==> src/rtl/tohp_pkg.sv <==
// Shared types, constants and the glyph table of the text overlay horizon pixel core.
`timescale 1ns / 1ps
`default_nettype none

package tohp_pkg;

    // Screen geometry
    localparam int SCREEN_W = 128;
    localparam int SCREEN_H = 128;

    // Text store geometry
    localparam int TEXT_ROWS  = 7;
    localparam int TEXT_COLS  = 6;
    localparam int ROW_PITCH  = 8;    // pixel rows per text row
    localparam int CELL_PITCH = 5;    // pixel columns per cell, gap included
    localparam int GLYPH_H    = 5;
    localparam int GLYPH_W    = 4;
    localparam int CODE_W     = 4;
    localparam int CIDX_W     = 2;
    localparam int CELL_W     = CODE_W + CIDX_W;
    localparam int ROW_W      = TEXT_COLS * CELL_W;
    localparam int ROW_IDX_W  = $clog2(TEXT_ROWS);
    localparam int COL_IDX_W  = $clog2(TEXT_COLS);

    // Ports and configuration
    localparam int COLOUR_W   = 16;
    localparam int VALUE_W    = 16;
    localparam int COORD_W    = 7;
    localparam int CFG_IDX_W  = 3;
    localparam int QUEUE_DEPTH = 2;

    // Reticle: V of half width RET_HALF, depth RET_PEAK at the center
    localparam int RET_HALF = 8;
    localparam int RET_PEAK = 3;

    // Number formatting
    localparam int MAG_W      = 14;     // magnitude after wrap, below 10000
    localparam int MAG_MOD    = 10000;
    localparam int RADIX      = 10;
    localparam int RECIP10    = 6554;   // ceil(2^16 / 10), exact below 10000
    localparam int RECIP_SHIFT = 16;

    // Character codes
    localparam logic [CODE_W-1:0] CODE_MINUS = 4'd10;
    localparam logic [CODE_W-1:0] CODE_DOT   = 4'd11;
    localparam logic [CODE_W-1:0] CODE_BLANK = 4'd15;
    localparam logic [CIDX_W-1:0] CIDX_DOT   = 2'd0;

    // Text colour indexes
    localparam logic [CIDX_W-1:0] CIDX_ZERO  = 2'd0;
    localparam logic [CIDX_W-1:0] CIDX_ONE   = 2'd1;
    localparam logic [CIDX_W-1:0] CIDX_TWO   = 2'd2;
    localparam logic [CIDX_W-1:0] CIDX_THREE = 2'd3;

    // Configuration register indexes
    localparam logic [CFG_IDX_W-1:0] REG_SKY     = 3'd0;
    localparam logic [CFG_IDX_W-1:0] REG_GROUND  = 3'd1;
    localparam logic [CFG_IDX_W-1:0] REG_RETICLE = 3'd2;
    localparam logic [CFG_IDX_W-1:0] REG_TEXT0   = 3'd3;
    localparam logic [CFG_IDX_W-1:0] REG_TEXT1   = 3'd4;
    localparam logic [CFG_IDX_W-1:0] REG_TEXT2   = 3'd5;
    localparam logic [CFG_IDX_W-1:0] REG_TEXT3   = 3'd6;

    // Register reset values
    localparam logic [COLOUR_W-1:0] RST_SKY     = 16'h733F;
    localparam logic [COLOUR_W-1:0] RST_GROUND  = 16'h63C5;
    localparam logic [COLOUR_W-1:0] RST_RETICLE = 16'hFFE0;
    localparam logic [COLOUR_W-1:0] RST_TEXT0   = 16'hFFFF;
    localparam logic [COLOUR_W-1:0] RST_TEXT1   = 16'h07FF;
    localparam logic [COLOUR_W-1:0] RST_TEXT2   = 16'hFFE0;
    localparam logic [COLOUR_W-1:0] RST_TEXT3   = 16'hF800;

    typedef struct packed {
        logic [COLOUR_W-1:0] sky;
        logic [COLOUR_W-1:0] ground;
        logic [COLOUR_W-1:0] reticle;
        logic [COLOUR_W-1:0] text0;
        logic [COLOUR_W-1:0] text1;
        logic [COLOUR_W-1:0] text2;
        logic [COLOUR_W-1:0] text3;
    } palette_t;

    // Classified item handed from the front to the back
    typedef struct packed {
        logic                 is_pixel;
        logic                 row_ok;     // write targets an existing row
        logic [ROW_IDX_W-1:0] row;        // text row written or covered
        logic [CIDX_W-1:0]    cidx;
        logic                 neg;
        logic [MAG_W-1:0]     mag;
        logic                 sky;
        logic                 lit_pos;    // pixel sits on a glyph dot position
        logic [COL_IDX_W-1:0] col;
        logic [2:0]           glyph_r;
        logic [1:0]           glyph_s;
        logic                 reticle;
    } work_t;

    // Glyph columns of one code, slice s at bits [5s +: 5], bit r = pixel row r
    function automatic logic [GLYPH_W*GLYPH_H-1:0] glyph_slices(
        input logic [CODE_W-1:0] code
    );
        logic [GLYPH_W*GLYPH_H-1:0] g;
        begin
            unique case (code)
                4'd0:       g = {5'h0E, 5'h11, 5'h11, 5'h0E};
                4'd1:       g = {5'h00, 5'h10, 5'h1F, 5'h12};
                4'd2:       g = {5'h12, 5'h15, 5'h19, 5'h12};
                4'd3:       g = {5'h0A, 5'h15, 5'h11, 5'h11};
                4'd4:       g = {5'h04, 5'h1F, 5'h04, 5'h07};
                4'd5:       g = {5'h09, 5'h15, 5'h15, 5'h17};
                4'd6:       g = {5'h09, 5'h15, 5'h15, 5'h0E};
                4'd7:       g = {5'h03, 5'h05, 5'h09, 5'h11};
                4'd8:       g = {5'h0A, 5'h15, 5'h15, 5'h0A};
                4'd9:       g = {5'h0E, 5'h15, 5'h05, 5'h02};
                CODE_MINUS: g = {5'h04, 5'h04, 5'h04, 5'h04};
                CODE_DOT:   g = {5'h00, 5'h10, 5'h10, 5'h00};
                default:    g = '0;
            endcase
            return g;
        end
    endfunction

endpackage

`default_nettype wire

==> src/rtl/tohp_if.sv <==
// Valid/ready channel interfaces for input items and result beats.
`timescale 1ns / 1ps
`default_nettype none

interface tohp_item_if;
    logic               valid;
    logic               ready;
    logic               kind;
    logic [2:0]         text_row;
    logic [1:0]         text_colour;
    logic signed [15:0] value_hundredths;
    logic [6:0]         pixel_x;
    logic [6:0]         pixel_y;
    logic signed [15:0] horizon_y;

    modport source (
        output valid, kind, text_row, text_colour, value_hundredths,
               pixel_x, pixel_y, horizon_y,
        input  ready
    );
    modport sink (
        input  valid, kind, text_row, text_colour, value_hundredths,
               pixel_x, pixel_y, horizon_y,
        output ready
    );
endinterface

interface tohp_result_if;
    logic        valid;
    logic        ready;
    logic [15:0] pixel_colour;

    modport source (output valid, pixel_colour, input ready);
    modport sink   (input valid, pixel_colour, output ready);
endinterface

`default_nettype wire

==> src/rtl/tohp_ram.sv <==
// Generic single-port-write, single-port-read RAM with registered read data.
`timescale 1ns / 1ps
`default_nettype none

module tohp_ram #(
    parameter int WIDTH = 8,
    parameter int DEPTH = 8
) (
    input  wire logic                     clk,
    input  wire logic                     we,
    input  wire logic [$clog2(DEPTH)-1:0] waddr,
    input  wire logic [WIDTH-1:0]         wdata,
    input  wire logic                     re,
    input  wire logic [$clog2(DEPTH)-1:0] raddr,
    output logic      [WIDTH-1:0]         rdata
);

    logic [WIDTH-1:0] mem_reg [DEPTH];
    logic [WIDTH-1:0] rdata_reg;

    // Write port
    always_ff @(posedge clk)
    begin
        if (we)
        begin
            mem_reg[waddr] <= wdata;
        end
    end

    // Registered read port, holds when not enabled
    always_ff @(posedge clk)
    begin
        if (re)
        begin
            rdata_reg <= mem_reg[raddr];
        end
    end

    assign rdata = rdata_reg;

endmodule

`default_nettype wire

==> src/rtl/tohp_front.sv <==
// Front end: accepts input beats, classifies them and registers the work item.
`timescale 1ns / 1ps
`default_nettype none

module tohp_front (
    input  wire logic       clk,
    input  wire logic       rst_n,
    tohp_item_if.sink       item,
    output logic            work_valid,
    output tohp_pkg::work_t work,
    input  wire logic       work_ready
);
    import tohp_pkg::*;

    localparam int COL_RECIP = 13;  // x*13 >> 6 equals x/5 for x below 30
    localparam int COL_SHIFT = 6;

    logic                 valid_reg;
    logic                 valid_next;
    work_t                work_reg;
    work_t                work_next;
    logic                 accept;

    logic [VALUE_W-1:0]   mag_raw;
    logic [VALUE_W-1:0]   mag_wrap;
    logic [10:0]          col_prod;
    logic [COL_IDX_W-1:0] col;
    logic [COORD_W-1:0]   slice;
    logic                 in_text;
    logic signed [11:0]   dx;
    logic [11:0]          adx;
    logic [1:0]           depth;

    assign item.ready = !valid_reg || work_ready;
    assign accept     = item.valid && item.ready;

    // Magnitude with wrap modulo 10000 (at most three subtractions apart)
    always_comb
    begin
        mag_raw = item.value_hundredths[VALUE_W-1]
                ? (~item.value_hundredths) + 16'd1
                : item.value_hundredths;
        priority if (mag_raw >= 16'(3 * MAG_MOD))
            mag_wrap = mag_raw - 16'(3 * MAG_MOD);
        else if (mag_raw >= 16'(2 * MAG_MOD))
            mag_wrap = mag_raw - 16'(2 * MAG_MOD);
        else if (mag_raw >= 16'(MAG_MOD))
            mag_wrap = mag_raw - 16'(MAG_MOD);
        else
            mag_wrap = mag_raw;
    end

    // Text cell position of the pixel
    always_comb
    begin
        col_prod = {4'b0, item.pixel_x} * 11'(COL_RECIP);
        col      = COL_IDX_W'(col_prod >> COL_SHIFT);
        slice    = item.pixel_x - 7'({4'b0, col} * 7'(CELL_PITCH));
        in_text  = (item.pixel_x < 7'(TEXT_COLS * CELL_PITCH))
                && (item.pixel_y < 7'(TEXT_ROWS * ROW_PITCH));
    end

    // Reticle V around the screen center
    always_comb
    begin
        dx    = $signed({5'b0, item.pixel_x}) - $signed(12'(SCREEN_W / 2));
        adx   = dx[11] ? 12'(-dx) : 12'(dx);
        depth = (adx >= 12'(RET_PEAK)) ? 2'd0 : 2'(12'(RET_PEAK) - adx);
    end

    // Classification
    always_comb
    begin
        work_next.is_pixel = item.kind;
        work_next.row_ok   = item.text_row < 3'(TEXT_ROWS);
        work_next.row      = item.kind ? item.pixel_y[5:3] : item.text_row;
        work_next.cidx     = item.text_colour;
        work_next.neg      = item.value_hundredths[VALUE_W-1];
        work_next.mag      = MAG_W'(mag_wrap);
        work_next.sky      = $signed({9'b0, item.pixel_y}) < item.horizon_y;
        work_next.lit_pos  = in_text
                          && (item.pixel_y[2:0] < 3'(GLYPH_H))
                          && (slice < 7'(GLYPH_W));
        work_next.col      = col;
        work_next.glyph_r  = item.pixel_y[2:0];
        work_next.glyph_s  = slice[1:0];
        work_next.reticle  = (adx <= 12'(RET_HALF))
                          && ({5'b0, item.pixel_y} == 12'(SCREEN_H / 2) + {10'b0, depth});
    end

    always_comb
    begin
        valid_next = valid_reg;
        if (accept)
        begin
            valid_next = 1'b1;
        end
        else if (work_ready)
        begin
            valid_next = 1'b0;
        end
    end

    always_ff @(posedge clk or negedge rst_n)
    begin
        if (!rst_n)
        begin
            valid_reg <= 1'b0;
        end
        else
        begin
            valid_reg <= valid_next;
        end
    end

    always_ff @(posedge clk)
    begin
        if (accept)
        begin
            work_reg <= work_next;
        end
    end

    assign work_valid = valid_reg;
    assign work       = work_reg;

endmodule

`default_nettype wire

==> src/rtl/tohp_queue.sv <==
// Short FIFO of classified work items between the front and back ends.
`timescale 1ns / 1ps
`default_nettype none

module tohp_queue #(
    parameter int DEPTH = tohp_pkg::QUEUE_DEPTH
) (
    input  wire logic            clk,
    input  wire logic            rst_n,
    input  wire logic            push_valid,
    input  wire tohp_pkg::work_t push_work,
    output logic                 push_ready,
    output logic                 pop_valid,
    output tohp_pkg::work_t      pop_work,
    input  wire logic            pop
);
    import tohp_pkg::*;

    localparam int PTR_W = (DEPTH > 1) ? $clog2(DEPTH) : 1;
    localparam int CNT_W = $clog2(DEPTH + 1);

    work_t            mem_reg [DEPTH];
    logic [PTR_W-1:0] wr_ptr_reg;
    logic [PTR_W-1:0] wr_ptr_next;
    logic [PTR_W-1:0] rd_ptr_reg;
    logic [PTR_W-1:0] rd_ptr_next;
    logic [CNT_W-1:0] count_reg;
    logic [CNT_W-1:0] count_next;
    logic             do_push;
    logic             do_pop;

    assign push_ready = count_reg != CNT_W'(DEPTH);
    assign pop_valid  = count_reg != '0;
    assign pop_work   = mem_reg[rd_ptr_reg];
    assign do_push    = push_valid && push_ready;
    assign do_pop     = pop && pop_valid;

    // Pointer and fill count update
    always_comb
    begin
        wr_ptr_next = wr_ptr_reg;
        rd_ptr_next = rd_ptr_reg;
        count_next  = count_reg;
        if (do_push)
        begin
            wr_ptr_next = (wr_ptr_reg == PTR_W'(DEPTH - 1)) ? '0 : wr_ptr_reg + 1'b1;
        end
        if (do_pop)
        begin
            rd_ptr_next = (rd_ptr_reg == PTR_W'(DEPTH - 1)) ? '0 : rd_ptr_reg + 1'b1;
        end
        if (do_push && !do_pop)
        begin
            count_next = count_reg + 1'b1;
        end
        else if (do_pop && !do_push)
        begin
            count_next = count_reg - 1'b1;
        end
    end

    always_ff @(posedge clk or negedge rst_n)
    begin
        if (!rst_n)
        begin
            wr_ptr_reg <= '0;
            rd_ptr_reg <= '0;
            count_reg  <= '0;
        end
        else
        begin
            wr_ptr_reg <= wr_ptr_next;
            rd_ptr_reg <= rd_ptr_next;
            count_reg  <= count_next;
        end
    end

    always_ff @(posedge clk)
    begin
        if (do_push)
        begin
            mem_reg[wr_ptr_reg] <= push_work;
        end
    end

endmodule

`default_nettype wire

==> src/rtl/tohp_back.sv <==
// Back end: digit pipeline, text row store, glyph lookup and pixel colour output.
`timescale 1ns / 1ps
`default_nettype none

module tohp_back (
    input  wire logic                             clk,
    input  wire logic                             rst_n,
    input  wire logic                             work_valid,
    input  wire tohp_pkg::work_t                  work,
    output logic                                  work_pop,
    input  wire tohp_pkg::palette_t               pal,
    output logic                                  res_valid,
    input  wire logic                             res_ready,
    output logic [tohp_pkg::COLOUR_W-1:0]         res_colour
);
    import tohp_pkg::*;

    // Pipeline control
    logic s1_valid_reg, s2_valid_reg, s3_valid_reg, s4_valid_reg, out_valid_reg;
    logic advance;

    // Stage payload
    work_t          s1_work_reg, s2_work_reg, s3_work_reg, s4_work_reg;
    logic [9:0]     s1_q1_reg;
    logic [3:0]     s2_d0_reg;
    logic [9:0]     s2_q1_reg;
    logic [6:0]     s2_q2_reg;
    logic [3:0]     s3_d0_reg;
    logic [3:0]     s3_d1_reg;
    logic [6:0]     s3_q2_reg;
    logic [3:0]     s3_q3_reg;
    logic           s4_row_written_reg;
    logic [COLOUR_W-1:0] out_colour_reg;

    // Datapath nets
    logic [26:0]    prod1;
    logic [22:0]    prod2;
    logic [19:0]    prod3;
    logic [9:0]     q1_c;
    logic [6:0]     q2_c;
    logic [3:0]     q3_c;
    logic [3:0]     d0_c;
    logic [3:0]     d1_c;
    logic [3:0]     d2_c;
    logic [CELL_W-1:0] cell0, cell1, cell2, cell3, cell4, cell5;
    logic [ROW_W-1:0]  row_wdata;
    logic [ROW_W-1:0]  row_rdata;
    logic           row_we;
    logic           row_re;
    logic [TEXT_ROWS-1:0] row_written_reg;
    logic [TEXT_ROWS-1:0] row_written_next;

    logic [CELL_W-1:0]          cell_sel;
    logic [GLYPH_W*GLYPH_H-1:0] slices;
    logic [7:0]                 slice_bits;
    logic                       lit;
    logic [COLOUR_W-1:0]        text_c;
    logic [COLOUR_W-1:0]        colour_c;

    assign advance  = !out_valid_reg || res_ready;
    assign work_pop = advance && work_valid;

    // Divide by ten through a reciprocal multiply, one digit per stage
    always_comb
    begin
        prod1 = 27'(work.mag) * 27'(RECIP10);
        q1_c  = 10'(prod1 >> RECIP_SHIFT);
        d0_c  = 4'(s1_work_reg.mag - 14'({4'b0, s1_q1_reg} * 14'(RADIX)));
        prod2 = 23'(s1_q1_reg) * 23'(RECIP10);
        q2_c  = 7'(prod2 >> RECIP_SHIFT);
        d1_c  = 4'(s2_q1_reg - 10'({3'b0, s2_q2_reg} * 10'(RADIX)));
        prod3 = 20'(s2_q2_reg) * 20'(RECIP10);
        q3_c  = 4'(prod3 >> RECIP_SHIFT);
        d2_c  = 4'(s3_q2_reg - 7'({3'b0, s3_q3_reg} * 7'(RADIX)));
    end

    // Row image: sign, two integer digits with leading blanks, dot, two fraction digits
    always_comb
    begin
        cell0 = {s3_work_reg.cidx, s3_work_reg.neg ? CODE_MINUS : CODE_BLANK};
        cell1 = {s3_work_reg.cidx, (s3_q3_reg == '0) ? CODE_BLANK : s3_q3_reg};
        cell2 = {s3_work_reg.cidx, (s3_q2_reg == '0) ? CODE_BLANK : d2_c};
        cell3 = {CIDX_DOT, CODE_DOT};
        cell4 = {s3_work_reg.cidx, s3_d1_reg};
        cell5 = {s3_work_reg.cidx, s3_d0_reg};
        row_wdata = {cell5, cell4, cell3, cell2, cell1, cell0};
    end

    assign row_we = advance && s3_valid_reg && !s3_work_reg.is_pixel && s3_work_reg.row_ok;
    assign row_re = advance && s3_valid_reg && s3_work_reg.is_pixel && s3_work_reg.lit_pos;

    tohp_ram #(
        .WIDTH (ROW_W),
        .DEPTH (TEXT_ROWS)
    ) u_row_ram (
        .clk   (clk),
        .we    (row_we),
        .waddr (s3_work_reg.row),
        .wdata (row_wdata),
        .re    (row_re),
        .raddr (s3_work_reg.row),
        .rdata (row_rdata)
    );

    // Rows never written read as blanks
    always_comb
    begin
        row_written_next = row_written_reg;
        if (row_we)
        begin
            row_written_next[s3_work_reg.row] = 1'b1;
        end
    end

    // Glyph lookup and colour choice
    always_comb
    begin
        cell_sel   = row_rdata[CELL_W * s4_work_reg.col +: CELL_W];
        slices     = glyph_slices(cell_sel[CODE_W-1:0]);
        slice_bits = {3'b0, slices[GLYPH_H * s4_work_reg.glyph_s +: GLYPH_H]};
        lit        = s4_work_reg.lit_pos && s4_row_written_reg
                  && slice_bits[s4_work_reg.glyph_r];
        unique case (cell_sel[CELL_W-1:CODE_W])
            CIDX_ZERO:  text_c = pal.text0;
            CIDX_ONE:   text_c = pal.text1;
            CIDX_TWO:   text_c = pal.text2;
            CIDX_THREE: text_c = pal.text3;
            default:    text_c = pal.text0;
        endcase
        priority if (s4_work_reg.reticle)
            colour_c = pal.reticle;
        else if (lit)
            colour_c = text_c;
        else if (s4_work_reg.sky)
            colour_c = pal.sky;
        else
            colour_c = pal.ground;
    end

    // Valid bits of the pipeline and the written-row flags
    always_ff @(posedge clk or negedge rst_n)
    begin
        if (!rst_n)
        begin
            s1_valid_reg    <= 1'b0;
            s2_valid_reg    <= 1'b0;
            s3_valid_reg    <= 1'b0;
            s4_valid_reg    <= 1'b0;
            out_valid_reg   <= 1'b0;
            row_written_reg <= '0;
        end
        else
        begin
            row_written_reg <= row_written_next;
            if (advance)
            begin
                s1_valid_reg  <= work_valid;
                s2_valid_reg  <= s1_valid_reg;
                s3_valid_reg  <= s2_valid_reg;
                s4_valid_reg  <= s3_valid_reg;
                out_valid_reg <= s4_valid_reg && s4_work_reg.is_pixel;
            end
        end
    end

    // Stage payload
    always_ff @(posedge clk)
    begin
        if (advance)
        begin
            s1_work_reg        <= work;
            s1_q1_reg          <= q1_c;
            s2_work_reg        <= s1_work_reg;
            s2_d0_reg          <= d0_c;
            s2_q1_reg          <= s1_q1_reg;
            s2_q2_reg          <= q2_c;
            s3_work_reg        <= s2_work_reg;
            s3_d0_reg          <= s2_d0_reg;
            s3_d1_reg          <= d1_c;
            s3_q2_reg          <= s2_q2_reg;
            s3_q3_reg          <= q3_c;
            s4_work_reg        <= s3_work_reg;
            s4_row_written_reg <= row_written_reg[s3_work_reg.row];
            out_colour_reg     <= colour_c;
        end
    end

    assign res_valid  = out_valid_reg;
    assign res_colour = out_colour_reg;

endmodule

`default_nettype wire

==> src/rtl/text_overlay_horizon_pixel_core.sv <==
// Top level: colour registers, front end, work queue and back end.
// A pixel beat passes the front register, the work queue, the back-end stages and the output register.
// Throughput: one beat per cycle, write and pixel beats alike; write beats give no result.
// A result waiting on the output register stalls the back end; the front end and the
// work queue keep accepting beats until the queue fills.
// Reset: colour registers take their defaults and all text rows read as blanks at once.
`timescale 1ns / 1ps
`default_nettype none

module text_overlay_horizon_pixel_core #(
    parameter int QUEUE_DEPTH = tohp_pkg::QUEUE_DEPTH
) (
    input  wire logic                            clk,
    input  wire logic                            rst_n,
    tohp_item_if.sink                            item,
    tohp_result_if.source                        result,
    input  wire logic                            wr_en,
    input  wire logic [tohp_pkg::CFG_IDX_W-1:0]  wr_index,
    input  wire logic [tohp_pkg::COLOUR_W-1:0]   wr_data
);
    import tohp_pkg::*;

    palette_t pal_reg;
    palette_t pal_next;
    logic     front_valid;
    work_t    front_work;
    logic     front_ready;
    logic     queue_valid;
    work_t    queue_work;
    logic     queue_pop;

    // Configuration register writes; indexes past the list are ignored
    always_comb
    begin
        pal_next = pal_reg;
        if (wr_en)
        begin
            unique case (wr_index)
                REG_SKY:     pal_next.sky     = wr_data;
                REG_GROUND:  pal_next.ground  = wr_data;
                REG_RETICLE: pal_next.reticle = wr_data;
                REG_TEXT0:   pal_next.text0   = wr_data;
                REG_TEXT1:   pal_next.text1   = wr_data;
                REG_TEXT2:   pal_next.text2   = wr_data;
                REG_TEXT3:   pal_next.text3   = wr_data;
                default:     pal_next         = pal_reg;
            endcase
        end
    end

    always_ff @(posedge clk or negedge rst_n)
    begin
        if (!rst_n)
        begin
            pal_reg.sky     <= RST_SKY;
            pal_reg.ground  <= RST_GROUND;
            pal_reg.reticle <= RST_RETICLE;
            pal_reg.text0   <= RST_TEXT0;
            pal_reg.text1   <= RST_TEXT1;
            pal_reg.text2   <= RST_TEXT2;
            pal_reg.text3   <= RST_TEXT3;
        end
        else
        begin
            pal_reg <= pal_next;
        end
    end

    tohp_front u_front (
        .clk        (clk),
        .rst_n      (rst_n),
        .item       (item),
        .work_valid (front_valid),
        .work       (front_work),
        .work_ready (front_ready)
    );

    tohp_queue #(
        .DEPTH (QUEUE_DEPTH)
    ) u_queue (
        .clk        (clk),
        .rst_n      (rst_n),
        .push_valid (front_valid),
        .push_work  (front_work),
        .push_ready (front_ready),
        .pop_valid  (queue_valid),
        .pop_work   (queue_work),
        .pop        (queue_pop)
    );

    tohp_back u_back (
        .clk        (clk),
        .rst_n      (rst_n),
        .work_valid (queue_valid),
        .work       (queue_work),
        .work_pop   (queue_pop),
        .pal        (pal_reg),
        .res_valid  (result.valid),
        .res_ready  (result.ready),
        .res_colour (result.pixel_colour)
    );

endmodule

`default_nettype wire

==> src/flat_wrapper.sv <==
// flat-port wrapper written by rule: the top's interface ports become plain ports
module text_overlay_horizon_pixel_core_flat import tohp_pkg::*;
#(
    parameter int QUEUE_DEPTH = tohp_pkg::QUEUE_DEPTH
)
  (clk, rst_n, wr_en, wr_index, wr_data, item_valid, item_kind, item_text_row, item_text_colour, item_value_hundredths, item_pixel_x, item_pixel_y, item_horizon_y, item_ready, result_valid, result_pixel_colour, result_ready);
  tohp_item_if item_i ();
  tohp_result_if result_i ();
  input  wire logic clk;
  input  wire logic rst_n;
  input  wire logic wr_en;
  input  wire logic [tohp_pkg::CFG_IDX_W-1:0] wr_index;
  input  wire logic [tohp_pkg::COLOUR_W-1:0] wr_data;
  input wire logic [$bits(item_i.valid)-1:0] item_valid;
  input wire logic [$bits(item_i.kind)-1:0] item_kind;
  input wire logic [$bits(item_i.text_row)-1:0] item_text_row;
  input wire logic [$bits(item_i.text_colour)-1:0] item_text_colour;
  input wire logic [$bits(item_i.value_hundredths)-1:0] item_value_hundredths;
  input wire logic [$bits(item_i.pixel_x)-1:0] item_pixel_x;
  input wire logic [$bits(item_i.pixel_y)-1:0] item_pixel_y;
  input wire logic [$bits(item_i.horizon_y)-1:0] item_horizon_y;
  output wire logic [$bits(item_i.ready)-1:0] item_ready;
  output wire logic [$bits(result_i.valid)-1:0] result_valid;
  output wire logic [$bits(result_i.pixel_colour)-1:0] result_pixel_colour;
  input wire logic [$bits(result_i.ready)-1:0] result_ready;
  assign item_i.valid = item_valid;
  assign item_i.kind = item_kind;
  assign item_i.text_row = item_text_row;
  assign item_i.text_colour = item_text_colour;
  assign item_i.value_hundredths = item_value_hundredths;
  assign item_i.pixel_x = item_pixel_x;
  assign item_i.pixel_y = item_pixel_y;
  assign item_i.horizon_y = item_horizon_y;
  assign item_ready = item_i.ready;
  assign result_valid = result_i.valid;
  assign result_pixel_colour = result_i.pixel_colour;
  assign result_i.ready = result_ready;
  text_overlay_horizon_pixel_core #(.QUEUE_DEPTH(QUEUE_DEPTH)) u_core (.clk(clk), .rst_n(rst_n), .item(item_i), .result(result_i), .wr_en(wr_en), .wr_index(wr_index), .wr_data(wr_data));
endmodule
==> config.mk <==
export PLATFORM = sky130hd
export DESIGN_NAME = text_overlay_horizon_pixel_core_flat
export DESIGN_NICKNAME = d
export VERILOG_FILES = /design/src/rtl/tohp_pkg.sv /design/src/rtl/tohp_if.sv /design/src/rtl/tohp_ram.sv /design/src/rtl/tohp_front.sv /design/src/rtl/tohp_queue.sv /design/src/rtl/tohp_back.sv /design/src/rtl/text_overlay_horizon_pixel_core.sv /design/src/flat_wrapper.sv
export SDC_FILE = /design/constraint.sdc
export NUM_CORES = 1
export LEC_CHECK = 0
export BUFFER_PORTS_ARGS = -buffer_cell sky130_fd_sc_hd__buf_2
export CAP_MARGIN = 15
export CORE_ASPECT_RATIO = 1.4
export CORE_MARGIN = 1.5
export CORE_UTILIZATION = 45
export CTS_CLUSTER_SIZE = 16
export DETAILED_ROUTE_END_ITERATION = 8
export HOLD_SLACK_MARGIN = 0.02
export PLACE_DENSITY = 0.59
export SYNTH_ARGS = -nofsm -noshare
export SYNTH_HDL_FRONTEND = slang
export SYNTH_SLANG_ARGS = --single-unit
==> constraint.sdc <==
create_clock -name clk -period 10.1 [get_ports clk]
set_input_delay 2.02 -clock clk [delete_from_list [all_inputs] [get_ports clk]]
set_output_delay 2.02 -clock clk [all_outputs]
set_load 0.005 [all_outputs]
==> impl_results.html <==
<table>
<tr><th>Metric</th><th>Value</th></tr>
<tr><th colspan="2">Critical path</th></tr>
<tr><td>Reg2Reg Setup Slack</td><td>3.89 ns</td></tr>
<tr><td>Critical Path Max Stage Delay</td><td>0.54 ns</td></tr>
<tr><td>Startpoint class of the critical path</td><td>register</td></tr>
<tr><td>Worst endpoint required time</td><td>10.42 ns</td></tr>
<tr><td>Class of the most critical setup path</td><td>reg2reg</td></tr>
<tr><td>Max stage delay cell, worst path</td><td>fa_1</td></tr>
<tr><td>Data arrival at the endpoint of the critical path</td><td>6.53 ns</td></tr>
<tr><td>Crit-path most repeated cell</td><td>fa_1</td></tr>
<tr><td>Worst path cell trace</td><td>buf_4 -&gt; mux2_2 -&gt; ha_1 -&gt; inv_1 -&gt; fa_1 -&gt; fa_1 -&gt; fa_1 -&gt; fa_1 -&gt; inv_1 -&gt; ha_1 -&gt; a211oi_1 -&gt; nand2_1 -&gt; and4b_1 -&gt; a21oi_1 -&gt; a311oi_1 -&gt; o21a_1 -&gt; o21a_1 -&gt; a311o_1</td></tr>
<tr><td>Kind of end point of the critical path</td><td>register</td></tr>
<tr><td>Crit-path max FO</td><td>34</td></tr>
<tr><th colspan="2">Route</th></tr>
<tr><td>Number of detailed-route iterations in the first pass</td><td>6</td></tr>
<tr><td>Drt first-iter violations</td><td>817</td></tr>
<tr><td>DRC violations left</td><td>0</td></tr>
<tr><td>Total wire length after detailed routing</td><td>57200 um</td></tr>
<tr><td>Number of vias per cell after detailed routing</td><td>5.38</td></tr>
<tr><td>Vias post-DR</td><td>16200</td></tr>
<tr><td>Mean routed wirelength per cell</td><td>19.0 um</td></tr>
<tr><td>Remaining antenna violation count</td><td>0</td></tr>
<tr><th colspan="2">Placement</th></tr>
<tr><td>Final GP Congestion</td><td>0.851</td></tr>
<tr><td>Port Buf Inserts</td><td>93</td></tr>
<tr><td>Total placed instance area</td><td>29300 um2</td></tr>
<tr><td>Number of cells after detailed placement</td><td>2924</td></tr>
<tr><td>Worst slack, placed</td><td>3.43 ns</td></tr>
<tr><td>Half-perimeter wire length of the detailed placement result</td><td>40500 um</td></tr>
<tr><th colspan="2">Final layout</th></tr>
<tr><td>Area growth from synthesis to layout</td><td>11.0%</td></tr>
<tr><td>Most common cell after layout, fill and taps aside</td><td>edfxtp_1</td></tr>
<tr><td>Final instance area</td><td>30800 um2</td></tr>
<tr><td>Number of nets at the end of the flow</td><td>2570</td></tr>
<tr><td>Cell Count, Final, Fillers Out</td><td>3009</td></tr>
<tr><td>Antenna Cells</td><td>0</td></tr>
<tr><td>Footprint of the multi-input gates</td><td>11900 um2</td></tr>
<tr><td>Flip-flop count of the largest register after layout</td><td>133</td></tr>
<tr><td>Fillers</td><td>5242</td></tr>
<tr><td>Fraction of final layout cells sized beyond drive strength 1</td><td>21.9%</td></tr>
<tr><td>Commonest non-fill, non-tap cells in the layout</td><td>385 x edfxtp_1, 244 x ha_1, 223 x inv_1, 156 x mux2_2</td></tr>
<tr><td>Sequential Area</td><td>14900 um2</td></tr>
<tr><th colspan="2">Clock tree</th></tr>
<tr><td>Post-CTS setup buffer count</td><td>0</td></tr>
<tr><td>Number of levels in the clock H-tree</td><td>2</td></tr>
<tr><td>Clock tree buffer depth</td><td>3</td></tr>
<tr><td>Clock slew at reported path FFs</td><td>0.07 ns</td></tr>
<tr><td>Root buffer cell</td><td>clkbuf_16</td></tr>
<tr><td>Source-to-sink clock delay at the later pin of the worst-skew pair</td><td>0.60 ns</td></tr>
<tr><td>Clock buffer count from CTS</td><td>48</td></tr>
<tr><td>CTS tree</td><td>yes</td></tr>
<tr><td>CTS sink count</td><td>514</td></tr>
<tr><td>Post-cts sizing count</td><td>0</td></tr>
<tr><td>Count of hold-fix buffers inserted at cts</td><td>0</td></tr>
<tr><th colspan="2">Die</th></tr>
<tr><td>Core ar.</td><td>60900 um2</td></tr>
<tr><td>Number of top-level pins</td><td>94</td></tr>
<tr><td>Effective utilization at floorplan</td><td>45.6%</td></tr>
<tr><td>Floorplan die area</td><td>63300 um2</td></tr>
<tr><td>Total number of placement rows</td><td>107</td></tr>
<tr><td>DIE HEIGHT</td><td>297 um</td></tr>
<tr><td>Horiz. Die Dim</td><td>213 um</td></tr>
<tr><th colspan="2">Yosys</th></tr>
<tr><td>Share of synthesized flip-flops with an asynchronous set or reset</td><td>25.1%</td></tr>
<tr><td>Number of synthesis warnings</td><td>0</td></tr>
<tr><td>Flip-flop and latch count after synthesis</td><td>514</td></tr>
<tr><td>Post-synthesis cell type with the largest combined area</td><td>edfxtp_1</td></tr>
<tr><td>Synthesized area</td><td>27800 um2</td></tr>
<tr><td>Post-synth top flop</td><td>edfxtp_1</td></tr>
<tr><td>Count of mapped cells out of synthesis</td><td>2058</td></tr>
<tr><td>EDFF count, synth</td><td>385</td></tr>
<tr><td>Number of nets produced by synthesis</td><td>2470</td></tr>
<tr><td>Fraction of post-synthesis cell area in the top cell type by area</td><td>41.6%</td></tr>
<tr><td>Average cell area after synthesis</td><td>13.5 um2</td></tr>
<tr><td>Unique cell type count in the Yosys netlist</td><td>88</td></tr>
<tr><td>Synth top area cells</td><td>edfxtp_1 42%, ha_1 11%, dfstp_2 6.9%</td></tr>
<tr><td>Share of the yosys chip area belonging to registers</td><td>53.5%</td></tr>
<tr><th colspan="2">Global route</th></tr>
<tr><td>Pin count of the biggest net entering global routing</td><td>79</td></tr>
<tr><td>Gr usage total</td><td>18.3%</td></tr>
<tr><td>Remaining global-route overflow</td><td>0</td></tr>
<tr><td>Vias in the first global route</td><td>16900</td></tr>
<tr><td>Initial antenna violation count</td><td>1</td></tr>
<tr><td>Wire length of the first global-routing pass</td><td>91000 um</td></tr>
<tr><th colspan="2">STA</th></tr>
<tr><td>Max Fclk</td><td>161 MHz</td></tr>
<tr><td>Minimum period implied by the final worst setup slack</td><td>6.21 ns</td></tr>
<tr><td>Count of final setup violators</td><td>0</td></tr>
<tr><td>Final worst path period share</td><td>61.5%</td></tr>
<tr><td>Final worst setup slack</td><td>3.89 ns</td></tr>
<tr><td>Total negative slack</td><td>0 ns</td></tr>
<tr><td>Worst setup skew after layout</td><td>0.0283 ns</td></tr>
<tr><td>Worst relative slew slack</td><td>25.1%</td></tr>
<tr><td>Number of slew-limit violations in the final report</td><td>0</td></tr>
<tr><td>RSZ-0062 raised after global routing</td><td>no</td></tr>
<tr><td>Final Hold Fails</td><td>0</td></tr>
<tr><td>Worst-margin pin slew</td><td>1.12 ns</td></tr>
<tr><th colspan="2">Min path</th></tr>
<tr><td>Min-delay worst type</td><td>reg2reg</td></tr>
<tr><th colspan="2">Outcome</th></tr>
<tr><td>Run status</td><td>complete, no violations</td></tr>
<tr><th colspan="2">Flow run</th></tr>
<tr><td>Max-capacitance violation count</td><td>0</td></tr>
</table>
-- worst paths after layout --
| kind | startpoint | end | cells after the start |
|---|---|---|---|
| hold / removal | u_core.u_back.s3_work_reg[0] | u_core.u_back.s4_work_reg[0] | 0 |
| hold reg to reg | u_core.u_back.s3_work_reg[0] | u_core.u_back.s4_work_reg[0] | 0 |
| setup reg to reg | u_core.u_queue.rd_ptr_reg | u_core.u_back.s1_q1_reg[9] | 18 |
| min in group asynchronous | rst_n | u_core.pal_reg[106] | 1 |
| setup / recovery | u_core.u_queue.rd_ptr_reg | u_core.u_back.s1_q1_reg[9] | 18 |
| max in group asynchronous | rst_n | u_core.pal_reg[81] | 2 |
-- worst max-delay path, delay by kind of cell, from the launching register on --
kind | cells | cell delay, ns
flip-flops | 1 | 0.33
AO/OA/AOI/OAI | 6 | 1.51
buffers and inverters | 3 | 0.52
AND/OR/NAND/NOR | 2 | 0.35
multiplexers | 1 | 0.47
adder cells (fa/ha/maj) | 6 | 2.74
-- metrics by stage --
stage,hold slack (ns),utilization [%]
2_1_floorplan,0.400,-
3_3_place_gp,0.401,48.0
3_5_place_dp,0.405,48.0
4_1_cts,0.419,50.6
5_1_grt,0.423,50.6
6_report,0.418,50.6
-- Yosys cell counts (18+ instances only) --
library cell	n
a21oi_1	65
clkbuf_1	46
dfrtp_1	56
dfstp_2	73
edfxtp_1	385
fa_1	92
ha_1	244
inv_1	223
mux2_2	156
mux2i_1	49
nand2_1	88
nand2b_1	18
nor2_1	77
nor3_1	22
o21ai_0	69
xnor2_1	55
-- per-layer routing --
layer	part of all wire, %	track usage [%]	vias up
met5	0	0	-
met4	2.7	5.93	0
met3	2.6	1.87	90
met2	54	34.0	222
met1	41	21.8	8167
li1	-	-	7720
-- cell type report --
cell class                 instances  share of cell area, %
timing repair buffer             114                   2.04
clock inverter                    35                   1.20
multi-input combinational       1257                   38.6
tap                              817                   3.31
sequential                       514                   48.2
clock buffer                      49                   3.91
inverter                         223                   2.71
-- cells by family after synthesis --
logic type | after synthesis | share of synthesized area [%]
XOR/XNOR | 70 | 2.23
multiplexers | 214 | 8.79
AND/OR/NAND/NOR | 317 | 5.77
AO/OA/AOI/OAI | 320 | 8.09
flip-flops | 514 | 53.5
adder cells (fa/ha/maj) | 336 | 17.6
buffers and inverters | 287 | 3.96
Power is left out: the tool's default activity adds up to more than one toggle a clock period on the data nets, which glitch-free logic cannot reach.
